==> config.mk <==
export PLATFORM = sky130hd
export DESIGN_NAME = csh_ctrl
export DESIGN_NICKNAME = d
export VERILOG_FILES = /design/src/csh_pkg.sv /design/src/csh_ctrl.sv
export VERILOG_INCLUDE_DIRS = /design/src /design/src/src
export SDC_FILE = /design/constraint.sdc
export NUM_CORES = 1
export LEC_CHECK = 0
export ABC_AREA = 1
export BUFFER_PORTS_ARGS = -buffer_cell sky130_fd_sc_hd__buf_2
export CAP_MARGIN = 40
export CORE_AREA = 3 3 40 42
export DETAILED_ROUTE_END_ITERATION = 8
export DIE_AREA = 0 0 43 45
export PLACE_DENSITY = 0.45
export SLEW_MARGIN = 20
export SYNTH_ARGS = -nofsm -noshare
export SYNTH_HDL_FRONTEND = slang
export SYNTH_SLANG_ARGS = --single-unit
==> constraint.sdc <==
create_clock -name clock -period 1.8 [get_ports clock]
set_input_delay 0.18 -clock clock [delete_from_list [all_inputs] [get_ports clock]]
set_output_delay 0.18 -clock clock [all_outputs]
set_load 0.02 [all_outputs]
==> src/cigar_soft_clip_histogram_assert.svh <==
// Assertion macros shared by the histogram modules.
`ifndef CIGAR_SOFT_CLIP_HISTOGRAM_ASSERT_SVH
`define CIGAR_SOFT_CLIP_HISTOGRAM_ASSERT_SVH

// Check that cons holds in the same cycle as ante.
`define CSH_ASSERT_SAME(name, ante, cons) \
   name: assert property (@(posedge clock) disable iff (reset) (ante) |-> (cons)) \
      else $error("csh assertion failed");

// Check that cons holds in the cycle after ante.
`define CSH_ASSERT_NEXT(name, ante, cons) \
   name: assert property (@(posedge clock) disable iff (reset) (ante) |=> (cons)) \
      else $error("csh assertion failed");

`endif

==> src/csh_pkg.sv <==
`default_nettype none
package csh_pkg;

   localparam int MAX_BINS = 256;
   localparam int BIN_AW   = $clog2(MAX_BINS);

   localparam int REQ_TDATA_W = 32;
   localparam int RSP_TDATA_W = 144;

   localparam logic [15:0] LEN_MAX = 16'hFFFF;
   localparam logic [31:0] BIN_MAX = 32'hFFFF_FFFF;

   localparam int FLAG_UNMAPPED_BIT  = 2;
   localparam int FLAG_SECONDARY_BIT = 8;

   localparam logic [7:0] CH_ZERO = 8'h30;
   localparam logic [7:0] CH_NINE = 8'h39;
   localparam logic [7:0] CH_S    = 8'h53;
   localparam logic [7:0] CH_M    = 8'h4D;
   localparam logic [7:0] CH_N    = 8'h4E;
   localparam logic [7:0] CH_I    = 8'h49;
   localparam logic [7:0] CH_D    = 8'h44;

   localparam logic REQ_CHAR = 1'b0;
   localparam logic REQ_BIN  = 1'b1;

   localparam logic RES_SUMMARY = 1'b0;
   localparam logic RES_BIN     = 1'b1;

   localparam logic CSR_TOTAL_READS = 1'b0;
   localparam logic CSR_BINS_IN_USE = 1'b1;

   localparam logic [8:0] BINS_RESET = 9'd256;

   typedef enum logic [1:0] {
      ST_IDLE,
      ST_SWEEP,
      ST_EMIT
   } state_type;

   typedef struct packed {
      logic char_step;
      logic close;
      logic bin_read;
      logic sweep;
      logic load;
   } cmd_type;

   typedef struct packed {
      logic sweep_needed;
      logic sweep_done;
      logic out_free;
   } stat_type;

endpackage
`default_nettype wire

==> src/csh_ctrl.sv <==
`default_nettype none
`include "cigar_soft_clip_histogram_assert.svh"
module csh_ctrl
   import csh_pkg::*;
(
   input  wire logic     clock,
   input  wire logic     reset,
   input  wire logic     req_valid,
   input  wire logic     req_kind,
   input  wire logic     req_last,
   output logic          req_ready,
   input  wire stat_type stat,
   output cmd_type       cmd
);

   state_type state_ff, state_in;
   logic      accept;

   always_ff @(posedge clock) begin
      if (reset) begin
         state_ff <= ST_IDLE;
      end else begin
         state_ff <= state_in;
      end
   end

   always_comb begin
      state_in  = state_ff;
      cmd       = '0;
      req_ready = 1'b0;
      accept    = 1'b0;
      unique case (state_ff)
         ST_IDLE: begin
            req_ready = 1'b1;
            accept    = req_valid;
            if (accept) begin
               if (req_kind == REQ_BIN) begin
                  cmd.bin_read = 1'b1;
                  state_in     = ST_EMIT;
               end else begin
                  cmd.char_step = 1'b1;
                  if (req_last) begin
                     cmd.close = 1'b1;
                     state_in  = stat.sweep_needed ? ST_SWEEP : ST_EMIT;
                  end
               end
            end
         end
         ST_SWEEP: begin
            cmd.sweep = 1'b1;
            if (stat.sweep_done) begin
               state_in = ST_EMIT;
            end
         end
         ST_EMIT: begin
            if (stat.out_free) begin
               cmd.load = 1'b1;
               state_in = ST_IDLE;
            end
         end
         default: begin
            state_in = ST_IDLE;
         end
      endcase
   end

   `CSH_ASSERT_NEXT(a_ctrl_sweep_entry, cmd.close && stat.sweep_needed, state_ff == ST_SWEEP)
   `CSH_ASSERT_NEXT(a_ctrl_sweep_exit, state_ff == ST_SWEEP && stat.sweep_done, state_ff == ST_EMIT)
   `CSH_ASSERT_SAME(a_ctrl_ready_idle, req_ready, state_ff == ST_IDLE)

endmodule
`default_nettype wire

==> impl_metrics.csv, run 1 <==
group,metric,value,unit
clocking,clockBufferDepth,2,
detailed_routing,vias,255,
min_path,hp-start,"reset",
sta,period_share,0.7729,
global_route,antenna_found_initial,0,
critical_path,worstPathRequired,1.62,ns
finish,layout_commonest_cell,"buf_2",
finish,reg_top3,"state_ff (2)",
power_and_ir_drop,total_power,448.4,uW
finish,fillCellCount,160,
place,finalWeightedCongestion,0.6515,
sta,finalSetupViolations,0,
finish,drive_gt1_frac,0.4340,
sta,rsz0062_at_grt,"no",
detailed_routing,dr_wl_met2,269,um
finish,regMostFlops,"state_ff",
sta,period_needed,1.391,ns
global_route,grt_pass1_wl,883,um
global_route,grt_usage,0.06478,
min_path,hp-class,"input port to register",
detailed_routing,viasPerCell,3.750,
synthesis,ys_types,15,
place,placed_cell_area,291.5,sq um
place,dp_cells,65,
power_and_ir_drop,cellPowerDensity,1428,mW/mm^2
die,die-area,0.001935,sq mm
synthesis,synth_area_leader_cell,"dfxtp_1",
clocking,root_buffer,"clkbuf_4",
die,row_count,13,
clocking,path_clk_slew,0.03,ns
global_route,grt_overflow,0,
detailed_routing,wl_met1,203,um
detailed_routing,dr.pass1.iters,3,
critical_path,cp-startpoint,"state_ff[0]$_SDFFE_PP0P_",
sta,tightest_slew,0.2449,ns
place,dp_hpwl,428.9,um
sta,hold_viol,0,
finish,final_nets,63,
sta,worst_hold_slack,0.1277,ns
run,max_cap_violations,0,
place,port_buffers,13,
sta,skew,0.0004709,ns
power_and_ir_drop,ir_drop,420.5,uV
sta,max_slew_margin,0.8365,
detailed_routing,postRouteAntennaNets,0,
detailed_routing,routedWlPerCell,7.353,um
synthesis,synth-warning-count,0,
synthesis,syn_nets,45,
die,core,0.001285,sq mm
synthesis,yosys.area.top_type_share,0.1928,
clocking,cts_setup_buffers,0,
synthesis,yosys_register_bits,2,
global_route,grt_max_degree,8,
detailed_routing,drtIter0Drc,2,
clocking,htree_levels,1,
detailed_routing,drt_wl_total,500,um
sta,clock.fmax,718.7,MHz
finish,stdcell_count,68,
detailed_routing,highest_layer,"met3",
die,start_util,0.1616,
critical_path,crit_path_end_kind,"output pin",
die,fp.dieH,45,um
synthesis,synth_cells,37,
finish,largest_register_ffs,2,
critical_path,critical_path.reg2reg.startpoint,"state_ff[0]$_SDFFE_PP0P_",
clocking,cts_tree,"built",
clocking,clkLatencyLatePin,0.22,ns
finish,layout_common_cells,"buf_2, nand2_1, inv_1",
critical_path,arrival,1.21,ns
finish,final_area,314.1,sq um
detailed_routing,drc_errors,0,
min_path,hold_depth,2,
run_status,outcome,"complete, no violations",
critical_path,worst-setup-path-type,"register to output pin",
die,io_pins,14,
global_route,grt_pass1_vias,238,
clocking,clock_sinks,2,
finish,area.growth.synth_to_final,51.20,%
clocking,ctsHoldBuffers,0,
power_and_ir_drop,p_leak,0.1913,nW
clocking,cts_inserted_buffers,3,
sta,finalSetupTns,0,ns
critical_path,r2r_setup_slack,0.79,ns
synthesis,synthTopCellsByArea,"dfxtp_1, nand2_1, inv_1",
synthesis,syn_area_per_cell,5.613,sq um
synthesis,yosysSeqAreaShare,0.1928,
critical_path,worst_r2r_path_depth,7,
finish,antennaDiodeCount,0,
critical_path,startpoint_type,"register",
synthesis,syn_area,207.7,sq um
detailed_routing,met3_length,27,um
sta,drv_slew,0,
clocking,cts_resized,0,
critical_path,cp_max_fo,7,
die,fp.dieW,43,um
report_power, final:
group	internal, mW	switching [mW]
Sequential	0.0622	0.0284
Clock	0.0735	0.0248
Combinational	0.0958	0.164
Total	0.231	0.217
cells by family after synthesis:
logic type,Yosys count,synth area share
flip-flops,2,0.1928
AO/OA/AOI/OAI,2,0.04815
AND/OR/NAND/NOR,23,0.5783
buffers and inverters,10,0.1807
worst max-delay path, stage by stage, from the launching register on:
cell     delay, ns
dfxtp_1       0.36
nor2_4        0.17
inv_2         0.05
nor3_2        0.11
and2_1        0.14
buf_2         0.15
metal layers:
layer | vias to the layer above | track usage
met5 | - | 0
met4 | 0 | 0.07229
met3 | 0 | 0.02789
met2 | 4 | 0.09880
li1 | 143 | -
met1 | 108 | 0.06220
area by class of cell:
class | count | area (sq um) | share of cell area
clock buffers | 3 | 22.52 | 0.07171
repair buffers | 13 | 65.06 | 0.2072
well taps | 15 | 18.77 | 0.05976
inverters | 10 | 37.54 | 0.1195
flip-flops and latches | 2 | 40.04 | 0.1275
multi-input cells | 25 | 130.1 | 0.4143
final timing paths:
path / to
hold / removal: state_ff[1]$_SDFFE_PP0P_
setup reg to reg: state_ff[0]$_SDFFE_PP0P_
setup / recovery: cmd[3]
hold reg to reg: state_ff[1]$_SDFFE_PP0P_
stage by stage:
step / worst slack (ns) / utilization
6_report: 0.4087 / 0.2444
5_1_grt: 0.2935 / 0.2444
4_1_cts: 0.3845 / 0.2444
3_5_place_dp: 0.6246 / 0.2269
3_3_place_gp: 0.6497 / 0.2269
2_1_floorplan: 0.3868 / -
cells in the mapped netlist:
cell     number
nand2_1       9
inv_1         8
nand3_1       3
nor2_1        3
dfxtp_1       2
inv_2         2
nor3_1        2
a21oi_1       1
and2_1        1
nand2_2       1
nand3_2       1
nor2_2        1
nor2_4        1
nor3_2        1
o21ai_0       1
Power figures use the tool's default switching activity.
==> run 2: changes to the inputs <==
Clock period 1.8 ns to 1.3 ns, I/O delays scaled along.
==> run 2 against run 1 <==
Net effect:
- total power increased by 57%
- critical path depth unchanged
- first-iteration DRC count increased by 50%
- sequential power increased by 51%
- critical endpoint unchanged
- largest power group unchanged
==> impl_metrics.csv, run 2 (synthesis results as in run 1) <==
group,metric,value,unit
run_status,outcome,"complete, no violations",
sta,worst_hold_slack,0.07636,ns
sta,finalSetupTns,0,ns
detailed_routing,vias,262,
global_route,grt_pass1_vias,250,
sta,skew,0.002630,ns
critical_path,worstPathRequired,1.17,ns
finish,regMostFlops,"state_ff",
finish,drive_gt1_frac,0.4909,
sta,period_share,0.9424,
detailed_routing,routedWlPerCell,7.600,um
clocking,path_clk_slew,0.03,ns
detailed_routing,postRouteAntennaNets,0,
clocking,clock_sinks,2,
detailed_routing,drt_wl_total,532,um
clocking,cts_inserted_buffers,3,
global_route,grt_max_degree,7,
finish,fin_util,0.2668,
die,fp.dieW,43,um
finish,layout_commonest_cell,"buf_2",
power_and_ir_drop,ir_drop,444.3,uV
place,port_buffers,13,
power_and_ir_drop,p_leak,0.2037,nW
critical_path,arrival,1.10,ns
clocking,ctsHoldBuffers,0,
sta,max_slew_margin,0.8831,
finish,largest_register_ffs,2,
finish,reg_top3,"state_ff (2)",
finish,final_nets,65,
sta,clock.fmax,816.3,MHz
die,io_pins,14,
critical_path,crit_path_end_kind,"output pin",
finish,layout_common_cells,"buf_2, nand2_1, inv_1",
die,start_util,0.1616,
critical_path,r2r_setup_slack,0.15,ns
place,dp_hpwl,418.2,um
die,die-area,0.001935,sq mm
clocking,clkLatencyLatePin,0.22,ns
detailed_routing,viasPerCell,3.743,
critical_path,startpoint_type,"register",
die,core,0.001285,sq mm
sta,tightest_slew,0.1735,ns
min_path,hp-class,"input port to register",
finish,antennaDiodeCount,0,
die,fp.dieH,45,um
global_route,grt_usage,0.06733,
global_route,antenna_found_initial,0,
clocking,clockBufferDepth,2,
die,row_count,13,
clocking,htree_levels,1,
run,max_cap_violations,0,
power_and_ir_drop,cellPowerDensity,2060,mW/mm^2
critical_path,cp_max_fo,3,
finish,area.growth.synth_to_final,65.06,%
clocking,root_buffer,"clkbuf_4",
global_route,grt_pass1_wl,931,um
global_route,grt_overflow,0,
place,finalWeightedCongestion,0.7112,
detailed_routing,drc_errors,0,
detailed_routing,dr.pass1.iters,4,
sta,finalSetupViolations,0,
critical_path,worst-setup-path-type,"register to output pin",
sta,drv_slew,0,
sta,period_needed,1.225,ns
clocking,cts_tree,"built",
sta,hold_viol,0,
detailed_routing,drtIter0Drc,3,
## run 2: cell count changes in the layout (fill, tap and decap cells not counted)
cell / previous run / this run
buf_2: 13 / 12
dfxtp_1: 2 / 0
nor3_2: 1 / 0
nor3_4: 0 / 1
dfxtp_2: 0 / 1
buf_4: 0 / 3
dfxtp_4: 0 / 1
## run 2: stage by stage
stage	total power [mW]	worst slack, ns	instance area [sq um]	std cells
2_1_floorplan	0.4090	0.01521	214.0	37
3_3_place_gp	0.5083	0.1718	297.8	65
3_5_place_dp	0.5074	0.1763	297.8	65
4_1_cts	0.6855	0.01992	329.1	69
5_1_grt	0.7859	-0.0007634	342.8	70
6_report	0.7063	0.07494	342.8	70
## run 2: final cells by class
type,count,area (sq um)
clock buffers,3,22.52
flip-flops and latches,2,45.04
repair buffers,15,82.58
multi-input cells,25,136.4
fillers,154,942.2
inverters,10,37.54
well taps,15,18.77
## run 2: timing repair
action / CTS / global route
endpoints found under the setup margin: 1 / 1
gates resized for setup: 1 / 3
pin swaps: 1 / 1
setup buffers: 1 / 1
## run 2: metal layers
layer	wire length (um)	vias up	global-route usage
met4	0	0	0.03614
li1	-	148	-
met1	231	110	0.06235
met3	23	0	0.04781
met5	0	-	0
met2	278	4	0.1108
## run 2: power breakdown
group          total [mW]  internal [mW]  switching, mW
logic               0.435          0.183          0.251
clock network       0.135          0.102         0.0333
registers           0.137         0.0960         0.0407
total               0.706          0.381          0.325
## run 2: final timing paths
path,start,endpoint,cells past startpoint
worst min-delay path,reset,state_ff[1]$_SDFFE_PP0P_,2
worst min register to register,state_ff[1]$_SDFFE_PP0P_,state_ff[1]$_SDFFE_PP0P_,2
worst max register to register,state_ff[1]$_SDFFE_PP0P_,state_ff[0]$_SDFFE_PP0P_,9
worst max-delay path,state_ff[1]$_SDFFE_PP0P_,cmd[3],5
## run 2: worst max-delay path: stages, from the launching register on
cell and delay (ns):
dfxtp_2 0.33, nor2_4 0.12, inv_2 0.05, nor3_4 0.10, and2_1 0.13, buf_4 0.13
==> run 3: changes to the inputs <==
Settings changed: BUFFER_PORTS_ARGS -buffer_cell sky130_fd_sc_hd__buf_2 to -buffer_cell sky130_fd_sc_hd__buf_4.
Clock period 1.3 ns to 1.15 ns, I/O delays scaled along.
==> run 3 against run 2 <==
Net effect:
- the run now ends with setup timing left
- non-clock buffer count did not move
- via count rose by 5.7%
- first-iteration DRC count rose by 67%
- setup slack got worse by 0.15 ns
- die area did not move
- largest cell class unchanged
- flip-flop and latch count did not move
- design area rose by 11%
- global-route usage rose by 0.50 points
- highest routed layer unchanged
- register-to-register slack got worse by 0.05 ns
==> impl_metrics.csv, run 3 (synthesis results as in run 1) <==
group,metric,value,unit
detailed_routing,vias,277,
finish,fillCellCount,147,
detailed_routing,dr.pass1.iters,4,
global_route,grt_overflow,0,
power_and_ir_drop,cellPowerDensity,2181,mW/mm^2
critical_path,cp_max_fo,4,
sta,skew,0.005235,ns
sta,clock.fmax,815.6,MHz
finish,largest_register_ffs,2,
finish,final_nets,65,
finish,regMostFlops,"state_ff",
critical_path,worst-setup-path-type,"register to output pin",
die,fp.dieH,45,um
place,dp_hpwl,433.6,um
detailed_routing,routedWlPerCell,8.057,um
clocking,ctsHoldBuffers,0,
global_route,antenna_found_initial,0,
run_status,outcome,"finished with violations",
run_status,violations,"setup timing",
finish,reg_top3,"state_ff (2)",
critical_path,r2r_setup_slack,0.10,ns
die,die-area,0.001935,sq mm
sta,tightest_slew,0.1467,ns
die,core,0.001285,sq mm
critical_path,arrival,1.11,ns
place,port_buffers,13,
finish,stdcell_count,70,
run,max_cap_violations,0,
sta,rsz0062_at_grt,"yes",
critical_path,crit_path_end_kind,"output pin",
die,start_util,0.1616,
clocking,htree_levels,1,
place,dp_cells,66,
finish,layout_commonest_cell,"buf_4",
clocking,clockBufferDepth,2,
die,fp.dieW,43,um
power_and_ir_drop,p_leak,0.2153,nW
global_route,grt_pass1_wl,986,um
critical_path,startpoint_type,"register",
sta,max_slew_margin,0.9014,
place,finalWeightedCongestion,0.7019,
sta,hold_viol,0,
clocking,cts_inserted_buffers,3,
sta,finalSetupViolations,1,
min_path,hp-class,"input port to register",
clocking,clkLatencyLatePin,0.22,ns
detailed_routing,drc_errors,0,
die,io_pins,14,
clocking,cts_tree,"built",
finish,layout_common_cells,"buf_4, nand2_1, inv_1",
clocking,clock_sinks,2,
sta,drv_slew,0,
power_and_ir_drop,ir_drop,920.5,uV
global_route,grt_pass1_vias,246,
global_route,grt_max_degree,7,
sta,worst_slack,-0.07609,ns
global_route,grt_usage,0.07238,
detailed_routing,drtIter0Drc,5,
detailed_routing,viasPerCell,3.957,
power_and_ir_drop,total_power,832.2,uW
sta,period_share,1.066,
die,row_count,13,
finish,antennaDiodeCount,0,
finish,drive_gt1_frac,0.5273,
sta,period_needed,1.226,ns
clocking,root_buffer,"clkbuf_4",
detailed_routing,postRouteAntennaNets,0,
clocking,path_clk_slew,0.03,ns
finish,area.growth.synth_to_final,83.74,%
detailed_routing,drt_wl_total,564,um
critical_path,worstPathRequired,1.03,ns
## run 3: metal layers
metal	global-route usage	wire, um	part of all wire
met4	0	0	0
met1	0.08413	244	0.43
met5	0	0	0
met3	0.07171	72	0.13
met2	0.1018	246	0.44
## run 3: final timing paths
path | endpoint | cells after the start | start
min reg2reg | state_ff[1]$_SDFFE_PP0P_ | 2 | state_ff[1]$_SDFFE_PP0P_
min | state_ff[1]$_SDFFE_PP0P_ | 2 | reset
max | cmd[3] | 5 | state_ff[0]$_SDFFE_PP0P_
max reg2reg | state_ff[0]$_SDFFE_PP0P_ | 8 | state_ff[0]$_SDFFE_PP0P_
## run 3: timing repair
action                     CTS  global route
setup endpoints to repair    5             6
setup buffers                1             0
pin swaps                    1             0
resized for setup            5             0
## run 3: cell type report
cell class | count | area (sq um) | area share
repair buffers | 15 | 116.4 | 0.3049
multi-input cells | 25 | 143.9 | 0.3770
inverters | 10 | 37.54 | 0.09836
well taps | 15 | 18.77 | 0.04918
clock buffers | 3 | 22.52 | 0.05902
flip-flops and latches | 2 | 42.54 | 0.1115
## run 3: power by group
part	total, mW	internal [mW]	switching (mW)
Clock	0.151	0.115	0.0367
Combinational	0.540	0.241	0.299
Sequential	0.141	0.104	0.0374
## run 3: metrics by stage
| stage | util | setup TNS [ns] | setup slack, ns | hold slack (ns) | cell area [sq um] |
|---|---|---|---|---|---|
| 2_1_floorplan | - | -0.1731 | -0.09621 | 0.1841 | 215.2 |
| 3_3_place_gp | 0.2639 | 0 | 0.06447 | 0.2861 | 339.1 |
| 3_5_place_dp | 0.2639 | 0 | 0.06204 | 0.2920 | 339.1 |
| 4_1_cts | 0.2970 | -0.08104 | -0.08104 | 0.04765 | 381.6 |
| 5_1_grt | 0.2970 | -0.3891 | -0.1587 | 0.04578 | 381.6 |
| 6_report | 0.2970 | -0.07609 | -0.07609 | 0.05083 | 381.6 |
## run 3: worst max-delay path, cell delays in order (launching register included)
cell and delay, ns:
dfxtp_2 0.33, nor2_4 0.12, inv_2 0.05, nor3_4 0.12, and2_4 0.16, buf_6 0.11
